File: src/sv/xor_parity_fec_generator_macros.svh
// assertion macros for the xor parity fec generator
// used by modules that check their own logic; needs clk_i and rst_ni in scope
`ifndef XOR_PARITY_FEC_GENERATOR_MACROS_SVH
`define XOR_PARITY_FEC_GENERATOR_MACROS_SVH
`ifndef SYNTHESIS
`define XPF_ASSERT_NOW(lbl, ante, cons, msg) \
  lbl: assert property (@(posedge clk_i) disable iff (!rst_ni) (ante) |-> (cons)) \
    else $error(msg);
`define XPF_ASSERT_NEXT(lbl, ante, cons, msg) \
  lbl: assert property (@(posedge clk_i) disable iff (!rst_ni) (ante) |=> (cons)) \
    else $error(msg);
`else
`define XPF_ASSERT_NOW(lbl, ante, cons, msg)
`define XPF_ASSERT_NEXT(lbl, ante, cons, msg)
`endif
`endif

File: src/sv/xpf_pkg.sv
// shared constants, types and helpers of the xor parity fec generator
// no dependencies
package xpf_pkg;

  localparam int PACKET_BYTES  = 1500;
  localparam int HEADER_BYTES  = 17;
  localparam int MAX_PACKETS   = 4096;
  localparam int PAYLOAD_BYTES = PACKET_BYTES - HEADER_BYTES;

  localparam int BYTE_W   = 8;
  localparam int FRAME_W  = 31;
  localparam int PNUM_W   = 12;
  localparam int TOTAL_W  = 13;
  localparam int POS_W    = 11;
  localparam int SESS_W   = 32;
  localparam int GROUP_W  = 13;
  localparam int CFG_ADDR_W = 3;
  localparam int CFG_DATA_W = 32;

  // queue between front and back
  localparam int QUEUE_DEPTH = 4;
  localparam int QPTR_W      = $clog2(QUEUE_DEPTH);
  localparam int QCNT_W      = $clog2(QUEUE_DEPTH + 1);

  // divider steps: one per dividend bit
  localparam int DIV_STEPS = PNUM_W;
  localparam int DIV_CNT_W = $clog2(DIV_STEPS + 1);

  // register indexes
  localparam logic REG_GROUP_SIZE  = 1'b0;
  localparam logic REG_SESSION_TAG = 1'b1;

  // classified byte handed from front to back
  typedef struct packed {
    logic [BYTE_W-1:0]  data;
    logic [FRAME_W-1:0] frame;
    logic [PNUM_W-1:0]  total_m1;
    logic [POS_W-1:0]   pos;
    logic               pnum_last;
    logic               frame_start;
    logic               last_pos;
  } xpf_item_t;

  // divider request
  typedef struct packed {
    logic               start;
    logic [PNUM_W-1:0]  dividend;
    logic [GROUP_W-1:0] divisor;
  } xpf_div_req_t;

  // total clamped to 1..MAX_PACKETS
  function automatic logic [TOTAL_W-1:0] eff_total(input logic [TOTAL_W-1:0] t);
    logic [TOTAL_W-1:0] r;
    if (t == '0) begin
      r = TOTAL_W'(1);
    end else if (t > TOTAL_W'(MAX_PACKETS)) begin
      r = TOTAL_W'(MAX_PACKETS);
    end else begin
      r = t;
    end
    return r;
  endfunction

  // group size of zero acts as one
  function automatic logic [GROUP_W-1:0] eff_group(input logic [GROUP_W-1:0] g);
    return (g == '0) ? GROUP_W'(1) : g;
  endfunction

endpackage

File: src/sv/xpf_front.sv
// front part: accepts payload bytes, tracks the byte position, classifies
// depends on xpf_pkg
module xpf_front (
  input  logic                        clk_i,
  input  logic                        rst_ni,
  input  logic                        in_valid_i,
  output logic                        in_ready_o,
  input  logic [xpf_pkg::BYTE_W-1:0]  payload_byte_i,
  input  logic [xpf_pkg::FRAME_W-1:0] frame_number_i,
  input  logic [xpf_pkg::PNUM_W-1:0]  packet_number_i,
  input  logic [xpf_pkg::TOTAL_W-1:0] packet_total_i,
  input  logic                        q_full_i,
  output logic                        q_push_o,
  output xpf_pkg::xpf_item_t          q_item_o
);
  import xpf_pkg::*;

  logic [POS_W-1:0]   pos_q, pos_d;
  logic [TOTAL_W-1:0] total_eff;
  logic               last_pos;
  logic               accept;

  assign in_ready_o = !q_full_i;
  assign accept     = in_valid_i && !q_full_i;
  assign q_push_o   = accept;

  // classification of the current byte
  assign total_eff = eff_total(packet_total_i);
  assign last_pos  = (pos_q == POS_W'(PAYLOAD_BYTES - 1));

  always_comb begin
    q_item_o.data        = payload_byte_i;
    q_item_o.frame       = frame_number_i;
    q_item_o.total_m1    = PNUM_W'(total_eff - TOTAL_W'(1));
    q_item_o.pos         = pos_q;
    q_item_o.pnum_last   = ({1'b0, packet_number_i} + TOTAL_W'(1)) >= total_eff;
    q_item_o.frame_start = (pos_q == '0) && (packet_number_i == '0);
    q_item_o.last_pos    = last_pos;
  end

  // payload position counter
  always_comb begin
    pos_d = pos_q;
    if (accept) begin
      pos_d = last_pos ? '0 : pos_q + POS_W'(1);
    end
  end

  always_ff @(posedge clk_i or negedge rst_ni) begin
    if (!rst_ni) begin
      pos_q <= '0;
    end else begin
      pos_q <= pos_d;
    end
  end

endmodule

File: config.mk
export PLATFORM = sky130hd
export DESIGN_NAME = xpf_front
export DESIGN_NICKNAME = d
export VERILOG_FILES = /design/src/sv/xor_parity_fec_generator_macros.svh /design/src/sv/xpf_pkg.sv /design/src/sv/xpf_front.sv
export SDC_FILE = /design/constraint.sdc
export NUM_CORES = 1
export LEC_CHECK = 0
export BUFFER_PORTS_ARGS = -buffer_cell sky130_fd_sc_hd__buf_4
export CAP_MARGIN = 40
export CORE_MARGIN = 3
export CORE_UTILIZATION = 35
export CTS_CLUSTER_SIZE = 30
export DETAILED_ROUTE_END_ITERATION = 16
export PLACE_DENSITY = 0.72
export SETUP_SLACK_MARGIN = 0.1
export SYNTH_ARGS = -nofsm -noshare
export SYNTH_HDL_FRONTEND = slang
export SYNTH_SLANG_ARGS = --single-unit
export TNS_END_PERCENT = 50
File: constraint.sdc
create_clock -name clk_i -period 3.43 [get_ports clk_i]
set_input_delay 0.686 -clock clk_i [delete_from_list [all_inputs] [get_ports clk_i]]
set_output_delay 0.686 -clock clk_i [all_outputs]
set_load 0.01 [all_outputs]
==> results.ini <==
[outcome]
status=completed

[power_and_ir_drop]
combPwrFrac_pct=45.7
peakVddDrop_mv=0.272
clkPwrFrac_pct=21.2
p_per_area_nw_per_um2=291
seqPwrFrac_pct=33.1
leakage_uw=0.00101
power.share.switching_pct=37.2
switching_power_uw=225
p_int_uw=381

[worst_setup_path]
worstRegToRegCells=5
crit_path_start_kind=primary input
critPathArrivalTime_ns=2.59
path_max_fanout=4
slowest_delay_ns=0.45
path_cells=buf_8 > and3_4 > and4_4 > nand4_1 > xnor2_1 > ha_1 > a2111o_1 > a211oi_2 > a31oi_1 > buf_4
slowest_stage=a2111o_1
r2r_slack_ns=1.18
critPathRequiredTime_ns=2.74
cp-end-kind=output pin
setup.worst_path.class=in2out
regToRegEndpoint=pos_q[4]
r2r_start=pos_q[4]

[synth]
async_flop_share_pct=100
yosysTopAreaCell=buf_4
synth-main-ff-cell=dfrtp_1
netlist_top_cells_count=buf_4, nand2_1, ha_1, nand3_1, nor2_1
ys_seq_elements=11
syn_inst=234
synth_edf_count=0
synth_area_um2=1760
yosys_warnings=0
netlist_top_cells_area=buf_4, dfrtp_1, ha_1
syn_avg_cell_area_um2=7.53
synth_top_area_share_pct=17.0
syn_nets=321
synth_most_common_cell=buf_4
ys_seq_area_share_pct=15.6
synth_cell_types=39

[floorplan]
die_w_um=77.0
io_pins=135
die_area_um2=5920
start_util_pct=36.8
rows=25
die_h_um=77.0
core_area_um2=4790

[placement]
dpl_cell_area_um2=1960
dpl.hpwl_um=3510
place_inst=316
gp_congestion=0.796
preCtsSetupSlack_ns=0.00698
port_buffers=56

[cells_and_area]
area_growth_pct=18.2
fillers=499
largest-register=pos_q
fin_area_um2=2080
drive_gt1_share_pct=29.2
final_core_util_pct=43.5
reg_top3=pos_q (11)
final_nets=345
largest_reg_flops=11
n_antenna_cell=0
instances_no_fill=324

[clock_tree]
worstSkewPairLatency_ns=0.24
cts_tree=done
path_clk_slew_ns=0.05
cts_buffers=3
clock_sinks=11
cts_buffer_depth=2
ctsHoldBuffers=0
cts_max_level=1
cts_root_buf=clkbuf_8

[detailed_routing]
dr.pass1.iters=6
drt_iter0_drc=53
wl_per_cell_um=13.3
vias=1681
totalWireLength_um=4310
vias_per_cell=5.19
detail-route-antenna-nets=0
drc=0

[global_route]
grt-ovfl-total=0
track_usage_pct=13.5
antenna_found_initial=0
grt_pass1_wl_um=6820
grt_max_degree=14
first_global_vias=1537

[timing]
fin_setup_tns_ns=0
fin_crit_ns=3.27
slew_headroom_pct=75.9
finalSetupViolCount=0
period_share_pct=95.4
fmax_ghz=0.306
timing.final.max_slew_violations=0
finClkSkew_ns=0.00535
hold_violations=0
setup_slack_ns=0.158
tightestPinTransition_ns=0.358
grt_setup_unrepaired=yes

[job]
cap_violations=0

[worst_hold_path]
min_path_type=in2async

[cell families (layout without fill, tap and decap cells)]
| family | count (synthesis) | count (layout) | synth area share, % |
|---|---|---|---|
| adder cells (fa/ha/maj) | 19 | 19 | 13.5 |
| XOR/XNOR | 15 | 15 | 7.45 |
| buffers and inverters | 57 | 80 | 21.9 |
| AO/OA/AOI/OAI | 39 | 39 | 14.0 |
| flip-flops | 11 | 11 | 15.6 |
| AND/OR/NAND/NOR | 91 | 91 | 26.5 |
| multiplexers | 2 | 2 | 1.14 |
[layout by cell type, fill, tap and decap left out, drive strengths merged, types with 2 or more instances in the layout]
master  synthesis  routed
clkbuf          2       4
and4            3       3
nand3          16      16
a211o           2       2
o22ai           2       2
or4             4       4
nor2b           3       3
ha             19      19
nand4           4       4
a21o            4       4
xnor2          11      11
and3            9       9
nand2          25      25
nor2           12      12
xor2            4       4
nor3            6       6
a21oi           7       7
o21ai          12      12
nor4            4       4
a31oi           4       4
inv            11      11
o21a            3       3
buf            43      64
dfrtp          11      11
or3             3       3
mux2i           2       2
[area by class of cell]
| cell class | count | area [um^2] | share of cell area [%] |
|---|---|---|---|
| Clock buffer | 4 | 45.0 | 2.16 |
| Inverter | 12 | 50.0 | 2.40 |
| Multi-Input combinational cell | 166 | 1130 | 54.1 |
| Sequential cell | 11 | 275 | 13.2 |
| Tap cell | 67 | 83.8 | 4.02 |
| Timing Repair Buffer | 64 | 503 | 24.1 |
[through the flow]
step	total power (uW)	hold slack [ns]
6_report	606	0.275
5_1_grt	653	0.282
4_1_cts	604	0.280
3_5_place_dp	471	0.527
3_3_place_gp	465	0.508
2_1_floorplan	374	0.390
[worst max path at each step]
stage,startpoint,cells past startpoint,slack [ns],endpoint
4_1_cts,packet_number_i[3],10,0.07,q_item_o[2]
3_3_place_gp,packet_number_i[3],10,0.06,q_item_o[2]
2_1_floorplan,packet_total_i[3],9,0.17,q_item_o[24]
6_report,packet_number_i[2],10,0.16,q_item_o[2]
3_5_place_dp,packet_number_i[3],10,0.007,q_item_o[2]
5_1_grt,packet_number_i[2],10,0.04,q_item_o[2]
[worst max-delay path: cells and delay by family]
| kind | cells | cell delay [ns] |
|---|---|---|
| adder cells (fa/ha/maj) | 1 | 0.27 |
| buffers and inverters | 2 | 0.24 |
| XOR/XNOR | 1 | 0.18 |
| AO/OA/AOI/OAI | 3 | 0.73 |
| AND/OR/NAND/NOR | 3 | 0.49 |
[power groups by stage]
stage | sequential (uW) | combinational (uW) | clock (uW)
floorplan | 204 | 170 | 0
global placement | 204 | 261 | 0
detailed placement | 203 | 268 | 0
CTS | 201 | 272 | 131
global route | 208 | 308 | 137
finish | 201 | 277 | 128
[repair_timing]
action / 4_1_cts / 5_1_grt
setup endpoints to repair: 2 / 4
pin swaps: 5 / 7
setup buffers: 0 / 4
gates resized for setup: 3 / 9
[per-layer routing]
metal  wire length [um]  global-route usage (%)  vias up
li1                   -                       -      842
met1               1820                    15.4      768
met2               2080                    24.6       63
met3                351                    3.52        8
met4                 55                    3.91        0
met5                  0                       0        -
Power figures use the tool's default switching activity.
