### src/sv/xor_parity_fec_generator_macros.svh
// assertion macros for the xor parity fec generator
// used by modules that check their own logic; needs clk_i and rst_ni in scope
`ifndef XOR_PARITY_FEC_GENERATOR_MACROS_SVH
`define XOR_PARITY_FEC_GENERATOR_MACROS_SVH
`ifndef SYNTHESIS
`define XPF_ASSERT_NOW(lbl, ante, cons, msg) \
  lbl: assert property (@(posedge clk_i) disable iff (!rst_ni) (ante) |-> (cons)) \
    else $error(msg);
`define XPF_ASSERT_NEXT(lbl, ante, cons, msg) \
  lbl: assert property (@(posedge clk_i) disable iff (!rst_ni) (ante) |=> (cons)) \
    else $error(msg);
`else
`define XPF_ASSERT_NOW(lbl, ante, cons, msg)
`define XPF_ASSERT_NEXT(lbl, ante, cons, msg)
`endif
`endif

### src/sv/xpf_pkg.sv
// shared constants, types and helpers of the xor parity fec generator
// no dependencies
package xpf_pkg;

  localparam int PACKET_BYTES  = 1500;
  localparam int HEADER_BYTES  = 17;
  localparam int MAX_PACKETS   = 4096;
  localparam int PAYLOAD_BYTES = PACKET_BYTES - HEADER_BYTES;

  localparam int BYTE_W   = 8;
  localparam int FRAME_W  = 31;
  localparam int PNUM_W   = 12;
  localparam int TOTAL_W  = 13;
  localparam int POS_W    = 11;
  localparam int SESS_W   = 32;
  localparam int GROUP_W  = 13;
  localparam int CFG_ADDR_W = 3;
  localparam int CFG_DATA_W = 32;

  // queue between front and back
  localparam int QUEUE_DEPTH = 4;
  localparam int QPTR_W      = $clog2(QUEUE_DEPTH);
  localparam int QCNT_W      = $clog2(QUEUE_DEPTH + 1);

  // divider steps: one per dividend bit
  localparam int DIV_STEPS = PNUM_W;
  localparam int DIV_CNT_W = $clog2(DIV_STEPS + 1);

  // register indexes
  localparam logic REG_GROUP_SIZE  = 1'b0;
  localparam logic REG_SESSION_TAG = 1'b1;

  // classified byte handed from front to back
  typedef struct packed {
    logic [BYTE_W-1:0]  data;
    logic [FRAME_W-1:0] frame;
    logic [PNUM_W-1:0]  total_m1;
    logic [POS_W-1:0]   pos;
    logic               pnum_last;
    logic               frame_start;
    logic               last_pos;
  } xpf_item_t;

  // divider request
  typedef struct packed {
    logic               start;
    logic [PNUM_W-1:0]  dividend;
    logic [GROUP_W-1:0] divisor;
  } xpf_div_req_t;

  // total clamped to 1..MAX_PACKETS
  function automatic logic [TOTAL_W-1:0] eff_total(input logic [TOTAL_W-1:0] t);
    logic [TOTAL_W-1:0] r;
    if (t == '0) begin
      r = TOTAL_W'(1);
    end else if (t > TOTAL_W'(MAX_PACKETS)) begin
      r = TOTAL_W'(MAX_PACKETS);
    end else begin
      r = t;
    end
    return r;
  endfunction

  // group size of zero acts as one
  function automatic logic [GROUP_W-1:0] eff_group(input logic [GROUP_W-1:0] g);
    return (g == '0) ? GROUP_W'(1) : g;
  endfunction

endpackage

### src/sv/xpf_fifo.sv
// short queue of classified bytes between front and back
// depends on xpf_pkg
module xpf_fifo (
  input  logic               clk_i,
  input  logic               rst_ni,
  input  logic               push_i,
  input  xpf_pkg::xpf_item_t push_item_i,
  input  logic               pop_i,
  output logic               full_o,
  output logic               head_valid_o,
  output xpf_pkg::xpf_item_t head_item_o
);
  import xpf_pkg::*;

  xpf_item_t           slot_q [QUEUE_DEPTH];
  logic [QPTR_W-1:0]   wr_ptr_q, wr_ptr_d;
  logic [QPTR_W-1:0]   rd_ptr_q, rd_ptr_d;
  logic [QCNT_W-1:0]   count_q, count_d;

  assign full_o       = (count_q == QCNT_W'(QUEUE_DEPTH));
  assign head_valid_o = (count_q != '0);
  assign head_item_o  = slot_q[rd_ptr_q];

  // pointer and fill bookkeeping
  always_comb begin
    wr_ptr_d = wr_ptr_q;
    rd_ptr_d = rd_ptr_q;
    count_d  = count_q;
    if (push_i) begin
      wr_ptr_d = (wr_ptr_q == QPTR_W'(QUEUE_DEPTH - 1)) ? '0 : wr_ptr_q + QPTR_W'(1);
    end
    if (pop_i) begin
      rd_ptr_d = (rd_ptr_q == QPTR_W'(QUEUE_DEPTH - 1)) ? '0 : rd_ptr_q + QPTR_W'(1);
    end
    if (push_i && !pop_i) begin
      count_d = count_q + QCNT_W'(1);
    end else if (pop_i && !push_i) begin
      count_d = count_q - QCNT_W'(1);
    end
  end

  always_ff @(posedge clk_i or negedge rst_ni) begin
    if (!rst_ni) begin
      wr_ptr_q <= '0;
      rd_ptr_q <= '0;
      count_q  <= '0;
    end else begin
      wr_ptr_q <= wr_ptr_d;
      rd_ptr_q <= rd_ptr_d;
      count_q  <= count_d;
    end
  end

  // storage slots
  always_ff @(posedge clk_i) begin
    if (push_i) begin
      slot_q[wr_ptr_q] <= push_item_i;
    end
  end

endmodule

### config.mk
export PLATFORM = sky130hd
export DESIGN_NAME = xpf_fifo
export DESIGN_NICKNAME = d
export VERILOG_FILES = /design/src/sv/xor_parity_fec_generator_macros.svh /design/src/sv/xpf_pkg.sv /design/src/sv/xpf_fifo.sv
export SDC_FILE = /design/constraint.sdc
export NUM_CORES = 1
export LEC_CHECK = 0
export ABC_AREA = 1
export BUFFER_PORTS_ARGS = -buffer_cell sky130_fd_sc_hd__buf_2
export CORE_ASPECT_RATIO = 0.75
export CORE_MARGIN = 3
export CORE_UTILIZATION = 46
export DETAILED_ROUTE_END_ITERATION = 10
export GPL_ROUTABILITY_DRIVEN = 0
export PLACE_DENSITY = 0.63
export SYNTH_ARGS = -nofsm -noshare
export SYNTH_HDL_FRONTEND = slang
export SYNTH_SLANG_ARGS = --single-unit
### constraint.sdc
create_clock -name clk_i -period 3.45 [get_ports clk_i]
set_clock_uncertainty 0.2 [all_clocks]
set_input_delay 0.1725 -clock clk_i [delete_from_list [all_inputs] [get_ports clk_i]]
set_output_delay 0.1725 -clock clk_i [all_outputs]
set_load 0.01 [all_outputs]
==> results.md, run 1 <==
- Status: completed
- Top-level port count: ~140
- Biggest cell delay along the critical path: 0.49 ns
- Total Routing Usage GR: 17.19%
- Mux share of post-synthesis cell area: 0%
- FILL cells: 1,798
- Sequential area share after synthesis: 74.96%
- Hold Fails Final Rpt: 0
- Synth unique cells: 19
- DR WL/cell: 16.19 µm
- Die width: 181.7 µm
- Maximum VDD drop: 0.4112 mV
- Cell area after synthesis: 0.01065 mm²
- Slew Limit Fails: 0
- RSZ-0062 raised after global routing: false
- Most used flip-flop cell after synthesis: edfxtp_1
- Layout cell share with drive strength beyond 1: 18.45%
- FP Rows: 47
- Worst-skew pair later-pin latency: 0.52 ns
- Worst Path Buf+Inv: 3
- Area contributors post-synth: edfxtp_1 (73%), o211ai_1 (9.2%), nand2_1 (7.5%)
- Total grt overflow: 0
- Clk pin slew, worst setup/hold paths: ~0.060 ns
- IO Port Bufs: between 100 and 150
- CTS Buf Count: 26
- FMAX: 0.3670 GHz
- Slew margin rel.: 56.10%
- Residual DRC: 0
- P_leak: 0.005353 µW
- Synth Area in Compound Gates: 9.353%
- Synth Area in Simple Gates: 7.696%
- Tcrit/Tclk final: 78.98%
- CTS root buf: clkbuf_16
- Worst path slowest cell: inv_6
- Drt pass-1 iters: 4
- DRT iter0 DRCs: 374
- CP most frequent cell: nand2_1
- Top-count cell post-synth: edfxtp_1
- Mapped Avg Cell Area: 13.13 µm²
- Kind of critical path: flop to output pin
- Synth Area in XOR/XNOR: 0.08225%
- HP Class: input pin to flop
- Die H: 137.8 µm
- DRT Wirelength: 21,530 µm
- CTS-repair resized insts: 0
- CP endpoint kind: output pin
- CTS Sinks: ~270
- Async SR Flop Fraction: ~2.6%
- Post-detail-place hpwl: 12,970 µm
- WP data arrival: 2.35 ns
- Post-layout min period: 2.725 ns
- Slew @ Worst Pin: between 0.6 and 0.7 ns
- Area grow syn2layout: 23.41%
- Cell area power density: 772.7 mW/mm²
- Initial antenna violation count: 1
- Die Footprint: 0.02503 mm²
- Via count: 6,490
- Post-synth top cells: edfxtp_1 (260), nand2_1 (212), inv_1 (142)
- Setup TNS: 0 ns
- First-pass GRT wire length: 33,790 µm
- Placed cell area: 0.01164 mm²
- Post-Synth Adder-Cell Area: less than 1%
- CTS max path bufs: 3
- CTS tree: yes
- Final setup viols: 0
- Nets: ~1.1k
- Fin area: 0.01314 mm²
- Via-to-Cell Ratio: 4.880
- Cell family with most CP delay: buffers and inverters
- YS warnings: 0
- Synth top area share: 73.32%
- Largest net degree at the start of global routing: 97
- H-tree depth: 1
- Final WS setup: 0.7253 ns
- Mapped Cells: 811
- Vias in the first global route: 6,174
- CP startpoint kind: flop
- Dominant cell type by area after synthesis: edfxtp_1
- Worst-path fanout max: 96
- CP required: 3.08 ns
- Number of flops mapped to enable cells by yosys: 260
- Pre-CTS setup slack: ~1.3 ns
- Worst-path cell chain: inv_6, buf_4, nand2_1, o211ai_1, nand2_1, buf_2
- DRT antenna net count: 0
- Synth Register Bits: 267
- Post-Synthesis Net Count: between 800 and 900
- Initial Util: 47.53%
- Total of max-cap violations: 0
- Largest family of logic cells by synthesized area: compound AO/OA/AOI/OAI gates
- Core Area: 0.02241 mm²
metal layers:
| metal | global-route usage, % | up-vias | wire (µm) |
|---|---|---|---|
| met5 | 0 | - | 0 |
| met4 | 3.594 | 0 | 362 |
| met3 | 2.956 | 29 | 1043 |
| met2 | 27.97 | 154 | 9939 |
| met1 | 24.72 | 3064 | 10190 |
| li1 | - | 3243 | - |
worst reg2reg max path, delay by kind of cell (launching register included):
family,cells,cell delay [ns]
adder cells (fa/ha/maj),1,0.20
buffers and inverters,3,0.99
flip-flops,1,0.41
AND/OR/NAND/NOR,1,0.07
per-stage QoR:
stage	cells	hold WS, ns	total power (µW)	utilization [%]
floorplan	811	-0.3231	6343	-
global placement	1214	-0.1743	7464	51.95
detailed placement	1214	-0.1727	7512	51.95
CTS	1329	0.1802	10280	58.64
global route	1330	0.1997	10810	58.65
finish	1330	0.2025	10150	58.65
sequential cells by signal, summed over array words and instances (netlist names):
signal	cells
rd_ptr_q	2
wr_ptr_q	2
count_q	3
slot_q	260
cells in the final DEF (no fill, tap or decap), types with 6 or more instances in the layout:
master and instances:
buf_2 135, buf_4 14, clkbuf_1 6, clkbuf_16 27
clkinv_1 7, clkinv_2 6, dfrtp_1 6, dlygate4sd3_1 69
edfxtp_1 260, ha_1 6, inv_1 137, nand2_1 212
o211ai_1 130
path summary, 6_finish.rpt:
| kind | cells after the start | endpoint | slack (ns) | startpoint |
|---|---|---|---|---|
| min in group asynchronous | 3 | wr_ptr_q[1]$_DFFE_PN0P_ | 0.41 | rst_ni |
| max in group asynchronous | 3 | rd_ptr_q[1]$_DFFE_PN0P_ | 2.36 | rst_ni |
| min reg2reg | 2 | count_q[2]$_DFFE_PN0P_ | 0.27 | count_q[2]$_DFFE_PN0P_ |
| max reg2reg | 5 | slot_q[2][36]$_DFFE_PP_ | 1.28 | wr_ptr_q[0]$_DFFE_PN0P_ |
| max | 6 | head_item_o[1] | 0.73 | rd_ptr_q[0]$_DFFE_PN0P_ |
| min | 2 | slot_q[3][51]$_DFFE_PP_ | 0.20 | push_item_i[51] |
what timing repair did:
item	4_1_cts	5_1_grt
hold buffers	69	0
buffers inserted	0	0
hold endpoints to repair	273	0
layout make-up:
type | count | area (µm²) | area share (%)
clock buffers | 33 | 698.2 | 5.313
diodes | 1 | 2.502 | 0.01904
well taps | 294 | 367.9 | 2.799
flip-flops and latches | 267 | 7984 | 60.75
clock inverters | 13 | 111.4 | 0.8474
multi-input cells | 359 | 1919 | 14.61
repair buffers | 220 | 1511 | 11.50
inverters | 143 | 546.8 | 4.161
power by group:
group,switching [µW],internal (µW),total [µW]
combinational,2040,1070,3110
sequential,190,4160,4350
clock,1130,1570,2700
total,3350,6800,10200
cells by family after synthesis:
family	count (synthesis)
AOI/OAI and AO/OA	134
xor gates and xnor gates	1
adders and majority gates	7
buffers and inverters	185
DFF	267
and+or+nand+nor	217
(Power assumes the default switching activity.)
==> run 2: changes to the inputs <==
==> constraint.sdc (replaced) <==
create_clock -name clk_i -period 2.78 [get_ports clk_i]
set_clock_uncertainty 0.2 [all_clocks]
set_input_delay 0.139 -clock clk_i [delete_from_list [all_inputs] [get_ports clk_i]]
set_output_delay 0.139 -clock clk_i [all_outputs]
set_load 0.01 [all_outputs]
==> run 2 against run 1 <==
Critical path depth unchanged. Design area up 0.35%. Power up 24%. Flip-flop and latch count unchanged. Non-clock buffer count up 1. Worst setup slack worse by 0.52 ns. First-iteration DRC count up 45%. Combinational power up 28%. Routed wire length down 1.5%. Global-route usage down 0.50 points. Die area unchanged. Critical endpoint is now head_item_o[33]. Largest cell class unchanged. Highest routed layer unchanged.
==> results.md, run 2 (synthesis gave the netlist of run 1 again) <==
- Hold buffers post-CTS: 69 (unchanged)
- CTS-repair resized insts: 0 (unchanged)
- Biggest register: slot_q (unchanged)
- Die width: 181.7 µm (unchanged)
- M2 GR Usage: 26.73% (was 27.97%)
- CP startpoint kind: flop (unchanged)
- CTS max path bufs: 3 (unchanged)
- Nets: 1,094 (was 1,093)
- Top flop regs: slot_q: 260 flops, count_q: 3 flops (unchanged)
- Tcrit/Tclk final: 92.71%
- Hold EP: slot_q[3][19]$_DFFE_PP_ (was slot_q[3][51]$_DFFE_PP_)
- Post-detail-place hpwl: 12,540 µm (was 12,970 µm)
- Worst path slowest cell: dfrtp_1 (was inv_6)
- Slew Limit Fails: 0 (unchanged)
- CP most frequent cell: nand2_1 (unchanged)
- RSZ-0062 raised after global routing: false (unchanged)
- IO Port Bufs: 135 (unchanged)
- Slew @ Worst Pin: 0.8441 ns (was 0.6585 ns)
- Met3 Use GR: 2.771% (was 2.956%)
- Total grt overflow: 0 (unchanged)
- Post-CTS setup buffer count: 0 (unchanged)
- Slew margin rel.: 43.72% (was 56.10%)
- Commonest non-fill, non-tap cell in the layout: edfxtp_1 (unchanged)
- CTS Sinks: 267 (unchanged)
- Worst-skew pair later-pin latency: 0.52 ns (about the same)
- CTS root buf: clkbuf_16 (unchanged)
- Worst-path fanout max: 57 (was 96)
- P_leak: 0.005385 µW (was 0.005353 µW)
- Final setup viols: 0 (unchanged)
- Clk pin slew, worst setup/hold paths: 0.06 ns (about the same)
- Setup TNS: 0 ns (unchanged)
- CTS Buf Count: 26 (unchanged)
- Initial Util: 47.53% (unchanged)
- Maximum VDD drop: 0.5564 mV (was 0.4112 mV)
- Total of max-cap violations: 0 (unchanged)
- Worst R2R End: slot_q[3][32]$_DFFE_PP_ (was slot_q[2][36]$_DFFE_PP_)
- FP Rows: 47 (unchanged)
- Residual DRC: 0 (unchanged)
- WHS Path Cells: 2 (unchanged)
- Worst reg-to-reg path cell count: 4 (was 5)
- CTS tree: yes (unchanged)
- DR WL/cell: 15.93 µm (was 16.19 µm)
- Core Area: 0.02241 mm² (unchanged)
- Via-to-Cell Ratio: 4.838 (was 4.880)
- Die H: 137.8 µm (unchanged)
- WP data arrival: 2.24 ns (was 2.35 ns)
- First-pass GRT wire length: 32,940 µm (was 33,790 µm)
- Initial antenna violation count: 0 (was 1)
- Placed cell area: 0.01171 mm² (was 0.01164 mm²)
- Worst-path cell chain: inv_6, buf_4, nand2_1, o211ai_1, nand2_1, buf_2 (unchanged)
- Drt pass-1 iters: 5 (was 4)
- Layout cell share with drive strength beyond 1: 18.90% (was 18.45%)
- Worst Hold Launch: push_item_i[19] (was push_item_i[51])
- Status: completed (unchanged)
- Fin area: 0.01319 mm² (was 0.01314 mm²)
- Hold Fails Final Rpt: 0 (unchanged)
- Met1 usage: 24.49% (was 24.72%)
- Biggest cell delay along the critical path: 0.44 ns (was 0.49 ns)
- Kind of critical path: flop to output pin (unchanged)
- Total Routing Usage GR: 16.68% (was 17.19%)
- Die Footprint: 0.02503 mm² (unchanged)
- R2r startpoint: wr_ptr_q[0]$_DFFE_PN0P_ (unchanged)
- DRT Wirelength: 21,210 µm (was 21,530 µm)
- FMAX: 0.3880 GHz
- Number of flip-flops in the largest register: 260 (unchanged)
- H-tree depth: 1 (unchanged)
- DRT iter0 DRCs: 543 (was 374)
- CP required: 2.44 ns (was 3.08 ns)
- DRT antenna net count: 0 (unchanged)
- Top-level port count: 136 (unchanged)
- HP Class: input pin to flop (unchanged)
- Diode count: 0 (was 1)
- Register-to-register path setup slack: 0.70 ns (was 1.28 ns)
- GRT Max-Usage Layer: met2 (unchanged)
- Vias in the first global route: 6,102 (was 6,174)
- CP endpoint kind: output pin (unchanged)
- Most frequent cells in the layout: edfxtp_1 (260), nand2_1 (212), inv_1 (137) (unchanged)
- Via count: 6,440 (was 6,490)
- FILL cells: 1,804 (was 1,798)
- Cell area power density: 953.7 mW/mm² (was 772.7 mW/mm²)
- Post-layout min period: 2.577 ns
- Area grow syn2layout: 23.84% (was 23.41%)
- Largest net degree at the start of global routing: 68 (was 97)
run 2: cell type report:
class	count	area, µm²	share of cell area, %
multi-input combinational	359	1919	14.55
sequential	267	7984	60.54
inverter	143	546.8	4.146
clock buffer	34	701.9	5.323
tap	294	367.9	2.789
timing repair buffer	221	1582	11.99
clock inverter	13	86.33	0.6547
run 2: worst max-delay path, delay by kind of cell (launching register included):
family | cells | cell delay (ns)
DFF | 1 | 0.44
buffers and inverters | 3 | 0.90
AOI/OAI and AO/OA | 1 | 0.10
and+or+nand+nor | 2 | 0.24
run 2: metrics by stage:
step,setup WS [ns],util [%],power (µW),instances,hold WS (ns)
after global placement,0.6555,52.26,9315,1215,-0.2163
after detailed placement,0.6497,52.26,9361,1215,-0.2124
after global routing,0.05265,58.86,13350,1331,0.1637
final,0.2026,58.86,12580,1331,0.1717
after floorplan,0.2372,-,7872,811,-0.3566
after CTS,0.2121,58.86,12730,1331,0.1479
run 2: routing by layer:
layer,vias up,share of wire (%)
li1,3248,-
met1,3011,49
met2,150,45
met3,31,4.3
met4,0,1.6
met5,-,0
run 2: power by group:
group	switching [µW]	internal, µW	total [µW]
logic	2590	1380	3970
clock network	1420	1870	3280
registers	168	5160	5320
run 2: worst max path at each step:
stage / startpoint / endpoint / slack (ns) / cells past startpoint
5_1_grt: rd_ptr_q[0]$_DFFE_PN0P_ / head_item_o[33] / 0.05 / 6
6_report: rd_ptr_q[0]$_DFFE_PN0P_ / head_item_o[33] / 0.20 / 6
2_1_floorplan: wr_ptr_q[0]$_DFFE_PN0P_ / slot_q[0][0]$_DFFE_PP_ / 0.24 / 4
3_5_place_dp: wr_ptr_q[0]$_DFFE_PN0P_ / slot_q[3][40]$_DFFE_PP_ / 0.65 / 4
4_1_cts: rd_ptr_q[0]$_DFFE_PN0P_ / head_item_o[33] / 0.21 / 6
3_3_place_gp: wr_ptr_q[0]$_DFFE_PN0P_ / slot_q[3][38]$_DFFE_PP_ / 0.66 / 4
